==> src/rtl/core/spd_pkg.sv <==
`default_nettype none
package spd_pkg;

	localparam int unsigned ByteW   = 8;
	localparam int unsigned StatusW = 2;
	localparam int unsigned CfgIdxW = 3;

	localparam logic [CfgIdxW-1:0] REG_HEADER_FIRST  = 3'd0;
	localparam logic [CfgIdxW-1:0] REG_HEADER_SECOND = 3'd1;
	localparam logic [CfgIdxW-1:0] REG_MAX_LENGTH    = 3'd2;
	localparam logic [CfgIdxW-1:0] REG_TIMEOUT_TICKS = 3'd3;
	localparam logic [CfgIdxW-1:0] REG_ATTEMPTS      = 3'd4;

	localparam logic [ByteW-1:0] RST_HEADER_FIRST  = 8'd0;
	localparam logic [ByteW-1:0] RST_HEADER_SECOND = 8'd0;
	localparam logic [ByteW-1:0] RST_MAX_LENGTH    = 8'hFF;
	localparam logic [ByteW-1:0] RST_TIMEOUT_TICKS = 8'd20;
	localparam logic [ByteW-1:0] RST_ATTEMPTS      = 8'd20;

	localparam logic [ByteW-1:0] SUM_BASE = 8'hFF;
	localparam logic [ByteW-1:0] IDLE_MAX = 8'hFF;

	localparam logic [StatusW-1:0] STAT_OK         = 2'd0;
	localparam logic [StatusW-1:0] STAT_NO_DATA    = 2'd1;
	localparam logic [StatusW-1:0] STAT_DATA_SIZE  = 2'd2;
	localparam logic [StatusW-1:0] STAT_HDR_NFOUND = 2'd3;

	localparam logic KIND_PAYLOAD = 1'b0;
	localparam logic KIND_END     = 1'b1;

	localparam logic CMD_BYTE = 1'b0;
	localparam logic CMD_TICK = 1'b1;

	typedef enum logic [2:0] {
		PH_HUNT1,
		PH_HUNT2,
		PH_CMD,
		PH_LEN,
		PH_DATA,
		PH_CSUM
	} phase_t;

	typedef struct packed {
		logic [ByteW-1:0] header_first;
		logic [ByteW-1:0] header_second;
		logic [ByteW-1:0] max_payload_length;
		logic [ByteW-1:0] byte_timeout_ticks;
		logic [ByteW-1:0] header_attempts;
	} cfg_t;

	typedef struct packed {
		logic               last;
		logic               checksum_match;
		logic [StatusW-1:0] status;
		logic [ByteW-1:0]   payload_length;
		logic [ByteW-1:0]   command_id;
		logic [ByteW-1:0]   payload_byte;
		logic               result_kind;
	} result_t;

endpackage
`default_nettype wire

==> src/rtl/core/spd_cfg_regs.sv <==
`default_nettype none
module spd_cfg_regs
	import spd_pkg::*;
(
	input  wire logic               clk,
	input  wire logic               arst_n,
	input  wire logic               wr_en,
	input  wire logic [CfgIdxW-1:0] wr_index,
	input  wire logic [ByteW-1:0]   wr_data,
	output cfg_t                    cfg
);

	cfg_t cfg_q;

	always_ff @(posedge clk or negedge arst_n) begin
		if (!arst_n) begin
			cfg_q.header_first       <= RST_HEADER_FIRST;
			cfg_q.header_second      <= RST_HEADER_SECOND;
			cfg_q.max_payload_length <= RST_MAX_LENGTH;
			cfg_q.byte_timeout_ticks <= RST_TIMEOUT_TICKS;
			cfg_q.header_attempts    <= RST_ATTEMPTS;
		end else if (wr_en) begin
			unique case (wr_index)
				REG_HEADER_FIRST:  cfg_q.header_first       <= wr_data;
				REG_HEADER_SECOND: cfg_q.header_second      <= wr_data;
				REG_MAX_LENGTH:    cfg_q.max_payload_length <= wr_data;
				REG_TIMEOUT_TICKS: cfg_q.byte_timeout_ticks <= wr_data;
				REG_ATTEMPTS:      cfg_q.header_attempts    <= wr_data;
				default: ;
			endcase
		end
	end

	assign cfg = cfg_q;

endmodule
`default_nettype wire

==> src/rtl/core/spd_frame_fsm.sv <==
`default_nettype none
module spd_frame_fsm
	import spd_pkg::*;
(
	input  wire logic             clk,
	input  wire logic             arst_n,
	input  wire logic             step,
	input  wire logic             command,
	input  wire logic [ByteW-1:0] rx_byte,
	input  wire cfg_t             cfg,
	output logic                  res_valid,
	output result_t               res
);

	phase_t           phase_q, phase_nx;
	logic [ByteW-1:0] attempts_q, attempts_nx;
	logic [ByteW-1:0] cmd_q, cmd_nx;
	logic [ByteW-1:0] len_q, len_nx;
	logic [ByteW-1:0] rem_q, rem_nx;
	logic [ByteW-1:0] sum_q, sum_nx;
	logic [ByteW-1:0] idle_q, idle_nx;

	logic [ByteW-1:0] idle_inc;
	logic [ByteW-1:0] rem_dec;
	logic             fail;
	logic             restart;

	always_ff @(posedge clk or negedge arst_n) begin
		if (!arst_n) begin
			phase_q    <= PH_HUNT1;
			attempts_q <= RST_ATTEMPTS;
			cmd_q      <= '0;
			len_q      <= '0;
			rem_q      <= '0;
			sum_q      <= '0;
			idle_q     <= '0;
		end else if (step) begin
			phase_q    <= phase_nx;
			attempts_q <= attempts_nx;
			cmd_q      <= cmd_nx;
			len_q      <= len_nx;
			rem_q      <= rem_nx;
			sum_q      <= sum_nx;
			idle_q     <= idle_nx;
		end
	end

	always_comb begin
		phase_nx    = phase_q;
		attempts_nx = attempts_q;
		cmd_nx      = cmd_q;
		len_nx      = len_q;
		rem_nx      = rem_q;
		sum_nx      = sum_q;
		idle_nx     = idle_q;
		fail        = 1'b0;
		restart     = 1'b0;
		res_valid   = 1'b0;
		res         = '0;
		idle_inc    = (idle_q == IDLE_MAX) ? idle_q : idle_q + 8'd1;
		rem_dec     = (rem_q != '0) ? rem_q - 8'd1 : rem_q;

		if (command == CMD_TICK) begin
			idle_nx = idle_inc;
			if (idle_inc > cfg.byte_timeout_ticks) begin
				idle_nx = '0;
				if (phase_q == PH_HUNT1 || phase_q == PH_HUNT2) begin
					fail = 1'b1;
				end else begin
					res_valid       = 1'b1;
					res.result_kind = KIND_END;
					res.status      = STAT_NO_DATA;
					res.last        = 1'b1;
					restart         = 1'b1;
				end
			end
		end else begin
			idle_nx = '0;
			unique case (phase_q)
				PH_HUNT1: begin
					if (rx_byte == cfg.header_first) phase_nx = PH_HUNT2;
					else fail = 1'b1;
				end
				PH_HUNT2: begin
					if (rx_byte == cfg.header_second) begin
						phase_nx = PH_CMD;
						cmd_nx   = '0;
						len_nx   = '0;
					end else begin
						fail = 1'b1;
					end
				end
				PH_CMD: begin
					cmd_nx   = rx_byte;
					phase_nx = PH_LEN;
				end
				PH_LEN: begin
					len_nx = rx_byte;
					sum_nx = '0;
					if (rx_byte > cfg.max_payload_length) begin
						res_valid       = 1'b1;
						res.result_kind = KIND_END;
						res.status      = STAT_DATA_SIZE;
						res.last        = 1'b1;
						restart         = 1'b1;
					end else begin
						rem_nx   = rx_byte;
						phase_nx = (rx_byte == '0) ? PH_CSUM : PH_DATA;
					end
				end
				PH_DATA: begin
					sum_nx = sum_q + rx_byte;
					rem_nx = rem_dec;
					if (rem_dec == '0) phase_nx = PH_CSUM;
					res_valid        = 1'b1;
					res.result_kind  = KIND_PAYLOAD;
					res.payload_byte = rx_byte;
				end
				PH_CSUM: begin
					res_valid          = 1'b1;
					res.result_kind    = KIND_END;
					res.status         = STAT_OK;
					res.checksum_match = (rx_byte == SUM_BASE - sum_q);
					res.last           = 1'b1;
					restart            = 1'b1;
				end
				default: ;
			endcase
		end

		if (fail) begin
			phase_nx = PH_HUNT1;
			if (attempts_q <= 8'd1) begin
				cmd_nx          = '0;
				len_nx          = '0;
				res_valid       = 1'b1;
				res.result_kind = KIND_END;
				res.status      = STAT_HDR_NFOUND;
				res.last        = 1'b1;
				restart         = 1'b1;
			end else begin
				attempts_nx = attempts_q - 8'd1;
			end
		end

		if (restart) begin
			phase_nx    = PH_HUNT1;
			attempts_nx = cfg.header_attempts;
			rem_nx      = '0;
			sum_nx      = '0;
		end

		res.command_id     = cmd_nx;
		res.payload_length = len_nx;
	end

endmodule
`default_nettype wire

==> src/rtl/core/serial_packet_deframer_unit.sv <==
`default_nettype none
// Serial packet deframer. Each input beat is either a received UART byte
// (s_tuser = 0, byte in s_tdata) or one time tick (s_tuser = 1). The unit hunts
// for the two configured header bytes, takes a command and a length byte, then
// streams payload bytes out (m_tuser = 0) and ends each packet or error with a
// status beat (m_tuser = 1, m_tlast = 1) carrying status and checksum match.
// Throughput is one input beat per cycle while the output is not stalled by m_tready;
// a beat's result passes through the input register, the phase machine and the
// result register. Configuration writes are taken on any cycle
// but must be made while the unit is idle.
module serial_packet_deframer_unit
	import spd_pkg::*;
(
	input  wire logic               clk,
	input  wire logic               arst_n,
	input  wire logic               s_tvalid,
	output logic                    s_tready,
	input  wire logic [7:0]         s_tdata,   // [7:0] rx_byte
	input  wire logic               s_tuser,   // [0] command
	output logic                    m_tvalid,
	input  wire logic               m_tready,
	output logic [31:0]             m_tdata,   // [7:0] payload_byte, [15:8] command_id,
	                                           // [23:16] payload_length, [25:24] status,
	                                           // [26] checksum_match, [31:27] zero
	output logic                    m_tuser,   // [0] result_kind
	output logic                    m_tlast,
	input  wire logic               cfg_valid,
	output logic                    cfg_ready,
	input  wire logic [CfgIdxW-1:0] cfg_index,
	input  wire logic [ByteW-1:0]   cfg_data
);

	cfg_t             cfg;
	logic             in_valid_s1;
	logic             command_s1;
	logic [ByteW-1:0] rx_byte_s1;
	logic             out_valid_q;
	result_t          out_q;
	logic             out_free;
	logic             step;
	logic             res_valid;
	result_t          res;

	assign cfg_ready = 1'b1;

	spd_cfg_regs u_cfg (
		.clk      (clk),
		.arst_n   (arst_n),
		.wr_en    (cfg_valid & cfg_ready),
		.wr_index (cfg_index),
		.wr_data  (cfg_data),
		.cfg      (cfg)
	);

	assign out_free = !out_valid_q || m_tready;
	assign step     = in_valid_s1 && out_free;
	assign s_tready = !in_valid_s1 || out_free;

	always_ff @(posedge clk or negedge arst_n) begin
		if (!arst_n) begin
			in_valid_s1 <= 1'b0;
		end else if (s_tready) begin
			in_valid_s1 <= s_tvalid;
		end
	end

	always_ff @(posedge clk) begin
		if (s_tready && s_tvalid) begin
			command_s1 <= s_tuser;
			rx_byte_s1 <= s_tdata;
		end
	end

	spd_frame_fsm u_fsm (
		.clk       (clk),
		.arst_n    (arst_n),
		.step      (step),
		.command   (command_s1),
		.rx_byte   (rx_byte_s1),
		.cfg       (cfg),
		.res_valid (res_valid),
		.res       (res)
	);

	always_ff @(posedge clk or negedge arst_n) begin
		if (!arst_n) begin
			out_valid_q <= 1'b0;
		end else if (out_free) begin
			out_valid_q <= step && res_valid;
		end
	end

	always_ff @(posedge clk) begin
		if (out_free && step && res_valid) begin
			out_q <= res;
		end
	end

	assign m_tvalid = out_valid_q;
	assign m_tuser  = out_q.result_kind;
	assign m_tlast  = out_q.last;
	assign m_tdata  = {5'd0, out_q.checksum_match, out_q.status, out_q.payload_length,
		out_q.command_id, out_q.payload_byte};

endmodule
`default_nettype wire

==> config.mk <==
export PLATFORM = sky130hd
export DESIGN_NAME = serial_packet_deframer_unit
export DESIGN_NICKNAME = d
export VERILOG_FILES = /design/src/rtl/core/spd_pkg.sv /design/src/rtl/core/spd_cfg_regs.sv /design/src/rtl/core/spd_frame_fsm.sv /design/src/rtl/core/serial_packet_deframer_unit.sv
export SDC_FILE = /design/constraint.sdc
export NUM_CORES = 1
export LEC_CHECK = 0
export BUFFER_PORTS_ARGS = -buffer_cell sky130_fd_sc_hd__clkbuf_2
export CELL_PAD_IN_SITES_DETAIL_PLACEMENT = 2
export CELL_PAD_IN_SITES_GLOBAL_PLACEMENT = 2
export CORE_MARGIN = 2
export CORE_UTILIZATION = 39
export DETAILED_ROUTE_END_ITERATION = 8
export GPL_TIMING_DRIVEN = 0
export MAX_ROUTING_LAYER = met4
export PLACE_DENSITY = 0.85
export SLEW_MARGIN = 20
export SYNTH_ARGS = -nofsm -noshare
export SYNTH_HDL_FRONTEND = slang
export SYNTH_SLANG_ARGS = --single-unit
==> constraint.sdc <==
create_clock -name clk -period 5.8 [get_ports clk]
set_clock_uncertainty 0.2 [all_clocks]
set_input_delay 0.58 -clock clk [delete_from_list [all_inputs] [get_ports clk]]
set_output_delay 0.58 -clock clk [all_outputs]
set_load 0.03 [all_outputs]
==> reports/qor.csv, run 1 <==
metric,value,unit
critPathMaxFanout,10,
report.final.setup_viol,0,
detail_routed_via_count_per_cell,5.73,
biggest_area_consumer_among_synthesized_cells,dfrtp_1,
start_kind,flip-flop,
timing.hold.worst_endpoint,rx_byte_s1[7],
timing_worst_setup_path_type,flip-flop to flip-flop,
wire_length_of_the_first_global_routing_pass,37.6,mm
number_of_synthesized_flops_with_an_enable_pin,37,
route.detailed.drc,0,
worst-r2r-setup-slack,340,ps
status,"complete, no violations",
grt-ovfl-total,0,
clk_pwr_share,33.9,%
final_layout_size_suffix_gt1_share,22.3,%
worst_r2r_startpoint,u_fsm.idle_q[0],
max-clock-path-buffers,2,
worst_hold_path.num_cells,1,
p_sw,1.16,mW
first_pass_iters,4,
max_freq,0.183,GHz
timing.rr.end,u_fsm.attempts_q[7],
cts_tree,built,
detailedRoute.firstIterationViolations,342,
cts_max_level,4,
highest_count_cells_in_the_layout_ignoring_fill_and_taps,"dfrtp_1, nand2_1, clkbuf_2",
max-slew-margin-rel,21.5,%
timing.hold.worst.start,s_tdata[7],
path_clk_slew,60,ps
floorplan.die.height,138,um
ys_dominant_reg_cell,dfrtp_1,
final-max-slew-violation-count,0,
place_area,7640,sq um
clkLatencyLatePin,440,ps
floorplan.initialDensity,39.4,%
share_comb_of_total_power,27.7,%
worstPathRequired,5900,ps
wire_per_inst,23.5,um
ioPinCount,62,
io_buffers,54,
final_common_cell,dfrtp_1,
post-route-cell-area,8310,sq um
switching_share,34.1,%
grt_start_max_net_pins,60,
grt_setup_unrepaired,no,
fp.dieArea,19100,sq um
tightest_slew,1160,ps
final_report_hold_violation_count,0,
gr-usage-all-layers,26.2,%
worst_r2r_path_depth,16,
die_width,138,um
syn-cell-area,7020,sq um
crit_path_end_kind,flip-flop,
final_min_period_over_clock_period,94.1,%
clock_sink_count,130,
first_global_vias,6546,
synth.yosys.warnings,0,
synth.distinct_cells,64,
core.rowCount,49,
finalSetupTns,0,ps
ys_top_cells_by_area,"dfrtp_1, edfxtp_1, mux2_2",
leakagePower,3.58,nW
sequentialPowerShare,38.4,%
syn2layout_area_growth,18.3,%
finish.utilization,46.6,%
cell_internal_pwr,2.24,mW
finalWirelength,23.6,mm
holdCritPathClass,input pin to flip-flop,
max_cap_viol_count,0,
cts-root-buf,clkbuf_16,
core_area,17800,sq um
finalWorstPathRequiredPeriod,5460,ps
synth-async-reset-ratio,71.5,%
critPathArrivalTime,5560,ps
synth-seq-area-share,49.2,%
synth_cells,679,
antenna_found_initial,0,
ff_latch_count_synth,130,
post_synth.cell_area_avg,10.3,sq um
power_density,409,nW/um^2
synthDominantCellAreaShare,28.1,%
globalplace.congestion,0.858,
routed-via-count,5739,
finish.net_count,813,
antenna_cells_inserted,0,
post_route_antenna_net_violation_count,0,
hpwlAfterDp,16.7,mm
design_power_total,3.40,mW
vdd_ir_drop_max,0.000223,V
numCtsBuffers,17,
## power groups by stage
stage | sequential (mW) | clock, mW | combinational [mW]
4_1_cts | 1.30 | 1.17 | 0.941
2_1_floorplan | 1.26 | 0 | 0.650
3_3_place_gp | 1.29 | 0 | 0.814
5_1_grt | 1.33 | 1.21 | 1.04
3_5_place_dp | 1.31 | 0 | 0.907
6_report | 1.31 | 1.15 | 0.940
## routing by layer
metal | global-route usage [%] | wire length, um | vias to the layer above
met1 | 30.7 | 9690 | 2978
li1 | - | - | 2586
met3 | 4.54 | 889 | 32
met5 | - | 0 | -
met4 | 9.67 | 564 | 0
met2 | 45.3 | 12400 | 143
## kinds of logic after synthesis
logic type	after synthesis	synth area share, %
flops	130	49.2
xor+xnor	27	3.37
buf+inv	77	5.24
mux	44	6.93
simple gates	220	15.5
other cells	2	0.107
fa+ha+maj	29	5.27
compound gates	150	14.4
## cell usage after synthesis, types with 6 or more instances
cell type and instances:
and2_1 11, a21oi_1 27, o31ai_1 27, dfstp_2 14
buf_4 7, dfrtp_1 79, ha_1 28, nor3_1 20
mux2_2 37, buf_6 6, mux2i_1 7, nor2_1 50
buf_2 6, nand2_1 73, a22oi_1 22, clkbuf_1 19
xor2_1 22, inv_1 39, nand4_1 7, nor4_1 6
edfxtp_1 37, nand3_1 15, o21ai_0 34, nor2b_1 8
## flip-flops by register name (all words and copies together), names as in the netlist, 3 cells and up
signal / cells
u_fsm.cmd_q: 8
u_fsm.idle_q: 8
m_tdata: 27
rx_byte_s1: 8
u_fsm.len_q: 8
u_fsm.phase_q: 3
u_fsm.rem_q: 8
u_fsm.attempts_q: 8
u_cfg.cfg: 40
u_fsm.sum_q: 8
## per-stage QoR
stage | setup WS, ps | hold WS [ps] | std cells
after floorplan | 843 | 84.4 | 683
after global placement | -432 | 260 | 966
after detailed placement | 381 | 274 | 967
after CTS | 322 | 104 | 1000
after global routing | 43.3 | 101 | 1001
final | 344 | 113 | 1001
## final cells by class
cell class,instances,area (sq um)
clock inverter,8,123
sequential,130,3460
buffer,38,221
inverter,39,146
multi-input combinational,477,3250
timing repair buffer,56,317
tap,229,287
clock buffer,24,503
fill,1871,9530
## worst max path at each step
stage / slack [ps] / startpoint / to / depth (start not counted)
floorplan: 840 / u_fsm.idle_q[0] / m_tdata[0] / 17
CTS: 320 / u_fsm.idle_q[0] / m_tdata[8] / 17
global route: 40 / u_fsm.idle_q[0] / u_fsm.attempts_q[7] / 16
detailed placement: 380 / u_fsm.idle_q[0] / m_tdata[8] / 17
finish: 340 / u_fsm.idle_q[0] / u_fsm.attempts_q[7] / 16
global placement: -430 / u_fsm.idle_q[0] / m_tdata[24] / 17
## critical path, cell delays in order (launching register included)
cell and delay, ps:
dfrtp_1 470, ha_1 260, nand3_1 160, nor2_1 140, nand2_1 210, and3_1 260
xor2_1 170, ha_1 310, nand4_1 200, nor2_1 330, and4b_1 260, nor4_4 320
nor4b_1 970, nor2_1 490, buf_2 340, o21ai_0 110, a22oi_1 100
## what timing repair did
item | 4_1_cts | 5_1_grt
hold endpoints to repair | 33 | 0
hold buffers | 1 | 0
setup endpoints to repair | 0 | 28
buffers inserted | 0 | 0
gates resized for setup | 0 | 1
Note: power is estimated with default switching activity, not from simulation.
==> run 2, diff against run 1 <==
HOLD_SLACK_MARGIN = 0.12   (was not set)
==> reports/qor.csv, run 2 (synthesized netlist as in run 1, its figures left out) <==
metric,value,unit,change
status,"complete, no violations",,
cts-root-buf,clkbuf_16,,
crit_path_end_kind,flip-flop,,
leakagePower,3.61,nW,+0.82%
clk_pwr_share,33.8,%,about the same
cell_internal_pwr,2.24,mW,+0.14%
final_report_hold_violation_count,0,,unchanged
share_comb_of_total_power,27.8,%,about the same
timing.rr.end,u_fsm.attempts_q[7],,
report.final.setup_viol,0,,unchanged
worstPathRequired,5900,ps,about the same
route.detailed.drc,0,,unchanged
cts_tree,built,,
hpwlAfterDp,16.7,mm,unchanged
final_min_period_over_clock_period,94.1,%,about the same
core_area,17800,sq um,unchanged
slowest_stage,nor4b_1,,
worst_hold_slack,131,ps,+18.4 ps
post_route_antenna_net_violation_count,0,,unchanged
critical-path-top-cell-by-count,nor2_1,,
tightest_slew,1170,ps,+5.37 ps
max_freq,0.183,GHz,about the same
numCtsBuffers,17,,unchanged
critical_path.max_stage_delay,970,ps,about the same
finish.utilization,47.0,%,+0.39 points
finish.net_count,820,,+0.86%
final_common_cell,dfrtp_1,,
p_sw,1.16,mW,+0.20%
io_buffers,54,,unchanged
grt_start_max_net_pins,60,,unchanged
max-clock-path-buffers,2,,unchanged
finalWorstPathRequiredPeriod,5460,ps,+1.65 ps
wire_per_inst,23.5,um,about the same
fin_cells,1008,,+0.70%
place_inst,967,,unchanged
ioPinCount,62,,unchanged
floorplan.initialDensity,39.4,%,unchanged
worst_r2r_startpoint,u_fsm.idle_q[0],,
antenna_found_initial,0,,unchanged
timing.hold.worst_endpoint,rx_byte_s1[2],,
final_layout_size_suffix_gt1_share,22.1,%,-0.20 points
power_density,406,nW/um^2,-0.68%
gr-usage-all-layers,26.4,%,+0.17 points
largest_reg_flops,40,,unchanged
switching_share,34.1,%,about the same
postLayoutSetupSlackWorst,342,ps,-1.65 ps
area.sequential,3460,sq um,unchanged
syn2layout_area_growth,19.3,%,
multi_input_combinational_cell_area,3250,sq um,unchanged
core.rowCount,49,,unchanged
critPathMaxFanout,10,,unchanged
worst_hold_path.num_cells,1,,unchanged
globalplace.congestion,0.858,,unchanged
grt-ovfl-total,0,,unchanged
place_worst_setup_slack,381,ps,unchanged
floorplan.die.height,138,um,unchanged
design_power_total,3.40,mW,+0.16%
cts_max_level,4,,unchanged
timing_worst_setup_path_type,flip-flop to flip-flop,,
path_clk_slew,60,ps,about the same
max-slew-margin-rel,21.1,%,-0.36 points
die_width,138,um,unchanged
fillCellCount,1859,,-0.64%
antenna_cells_inserted,0,,unchanged
start_kind,flip-flop,,
worst-r2r-setup-slack,340,ps,about the same
clkLatencyLatePin,440,ps,about the same
highest_count_cells_in_the_layout_ignoring_fill_and_taps,"dfrtp_1, nand2_1, clkbuf_2",,
final-max-slew-violation-count,0,,unchanged
fp.dieArea,19100,sq um,unchanged
max_cap_viol_count,0,,unchanged
routed-via-count,5778,,+0.68%
detailedRoute.firstIterationViolations,354,,+3.5%
sequentialPowerShare,38.4,%,about the same
critPathArrivalTime,5560,ps,about the same
worst_r2r_path_depth,16,,unchanged
grt_setup_unrepaired,no,,
clock_sink_count,130,,unchanged
wire_length_of_the_first_global_routing_pass,37.9,mm,+0.62%
timing.hold.worst.start,s_tdata[2],,
cts_setup_buffers,0,,unchanged
first_global_vias,6607,,+0.93%
first_pass_iters,5,,+1
holdCritPathClass,input pin to flip-flop,,
detail_routed_via_count_per_cell,5.73,,about the same
vdd_ir_drop_max,0.000223,V,about the same
path_cells,"ha_1, nand3_1, nor2_1, nand2_1, and3_1, xor2_1, ha_1, nand4_1, nor2_1, and4b_1, nor4_4, nor4b_1, nor2_1, buf_2, o21ai_0, a22oi_1",,
finalWirelength,23.7,mm,+0.75%
## run 2: metrics by stage
stage / TNS, ps / cell area, sq um
2_1_floorplan: 0 / 7040
5_1_grt: 0 / 8380
3_3_place_gp: -12050 / 7600
6_report: 0 / 8380
3_5_place_dp: 0 / 7640
4_1_cts: 0 / 8350
## run 2: how the worst max path moves through the flow
stage | cells after the start | start | slack [ps] | endpoint
after floorplan | 17 | u_fsm.idle_q[0] | 840 | m_tdata[0]
after global placement | 17 | u_fsm.idle_q[0] | -430 | m_tdata[24]
after detailed placement | 17 | u_fsm.idle_q[0] | 380 | m_tdata[8]
after CTS | 17 | u_fsm.idle_q[0] | 320 | m_tdata[8]
after global routing | 16 | u_fsm.idle_q[0] | 40 | u_fsm.attempts_q[7]
final | 16 | u_fsm.idle_q[0] | 340 | u_fsm.attempts_q[7]
## run 2: cell type report
cell class,instances,share of cell area (%)
Timing Repair Buffer,63,4.62
Tap cell,229,3.42
Inverter,39,1.75
Multi-Input combinational cell,477,38.8
Clock buffer,24,6.00
Sequential cell,130,41.3
Clock inverter,8,1.46
Buffer,38,2.64
## run 2: power groups by stage
stage	clock, mW	combinational (mW)	sequential [mW]
floorplan	0	0.650	1.26
global placement	0	0.814	1.29
detailed placement	0	0.907	1.31
CTS	1.17	0.944	1.30
global route	1.21	1.05	1.33
finish	1.15	0.946	1.31
## run 2: timing repair
item,in CTS,in global routing
hold buffers,8,0
resized for setup,0,1
endpoints found under the setup margin,0,28
hold endpoints to repair,40,0
## run 2: critical path: cells and delay by family, from the launching register on
| family | cells | cell delay (ps) |
|---|---|---|
| flops | 1 | 470 |
| simple gates | 10 | 3360 |
| buf+inv | 1 | 340 |
| xor+xnor | 1 | 170 |
| compound gates | 2 | 200 |
| fa+ha+maj | 2 | 570 |
## run 2: routing by layer
layer,GRT usage [%],vias to the layer above,routed length (um)
li1,-,2599,-
met1,30.6,2988,9660
met2,45.9,157,12600
met3,4.71,34,942
met4,9.61,0,561
met5,-,-,0
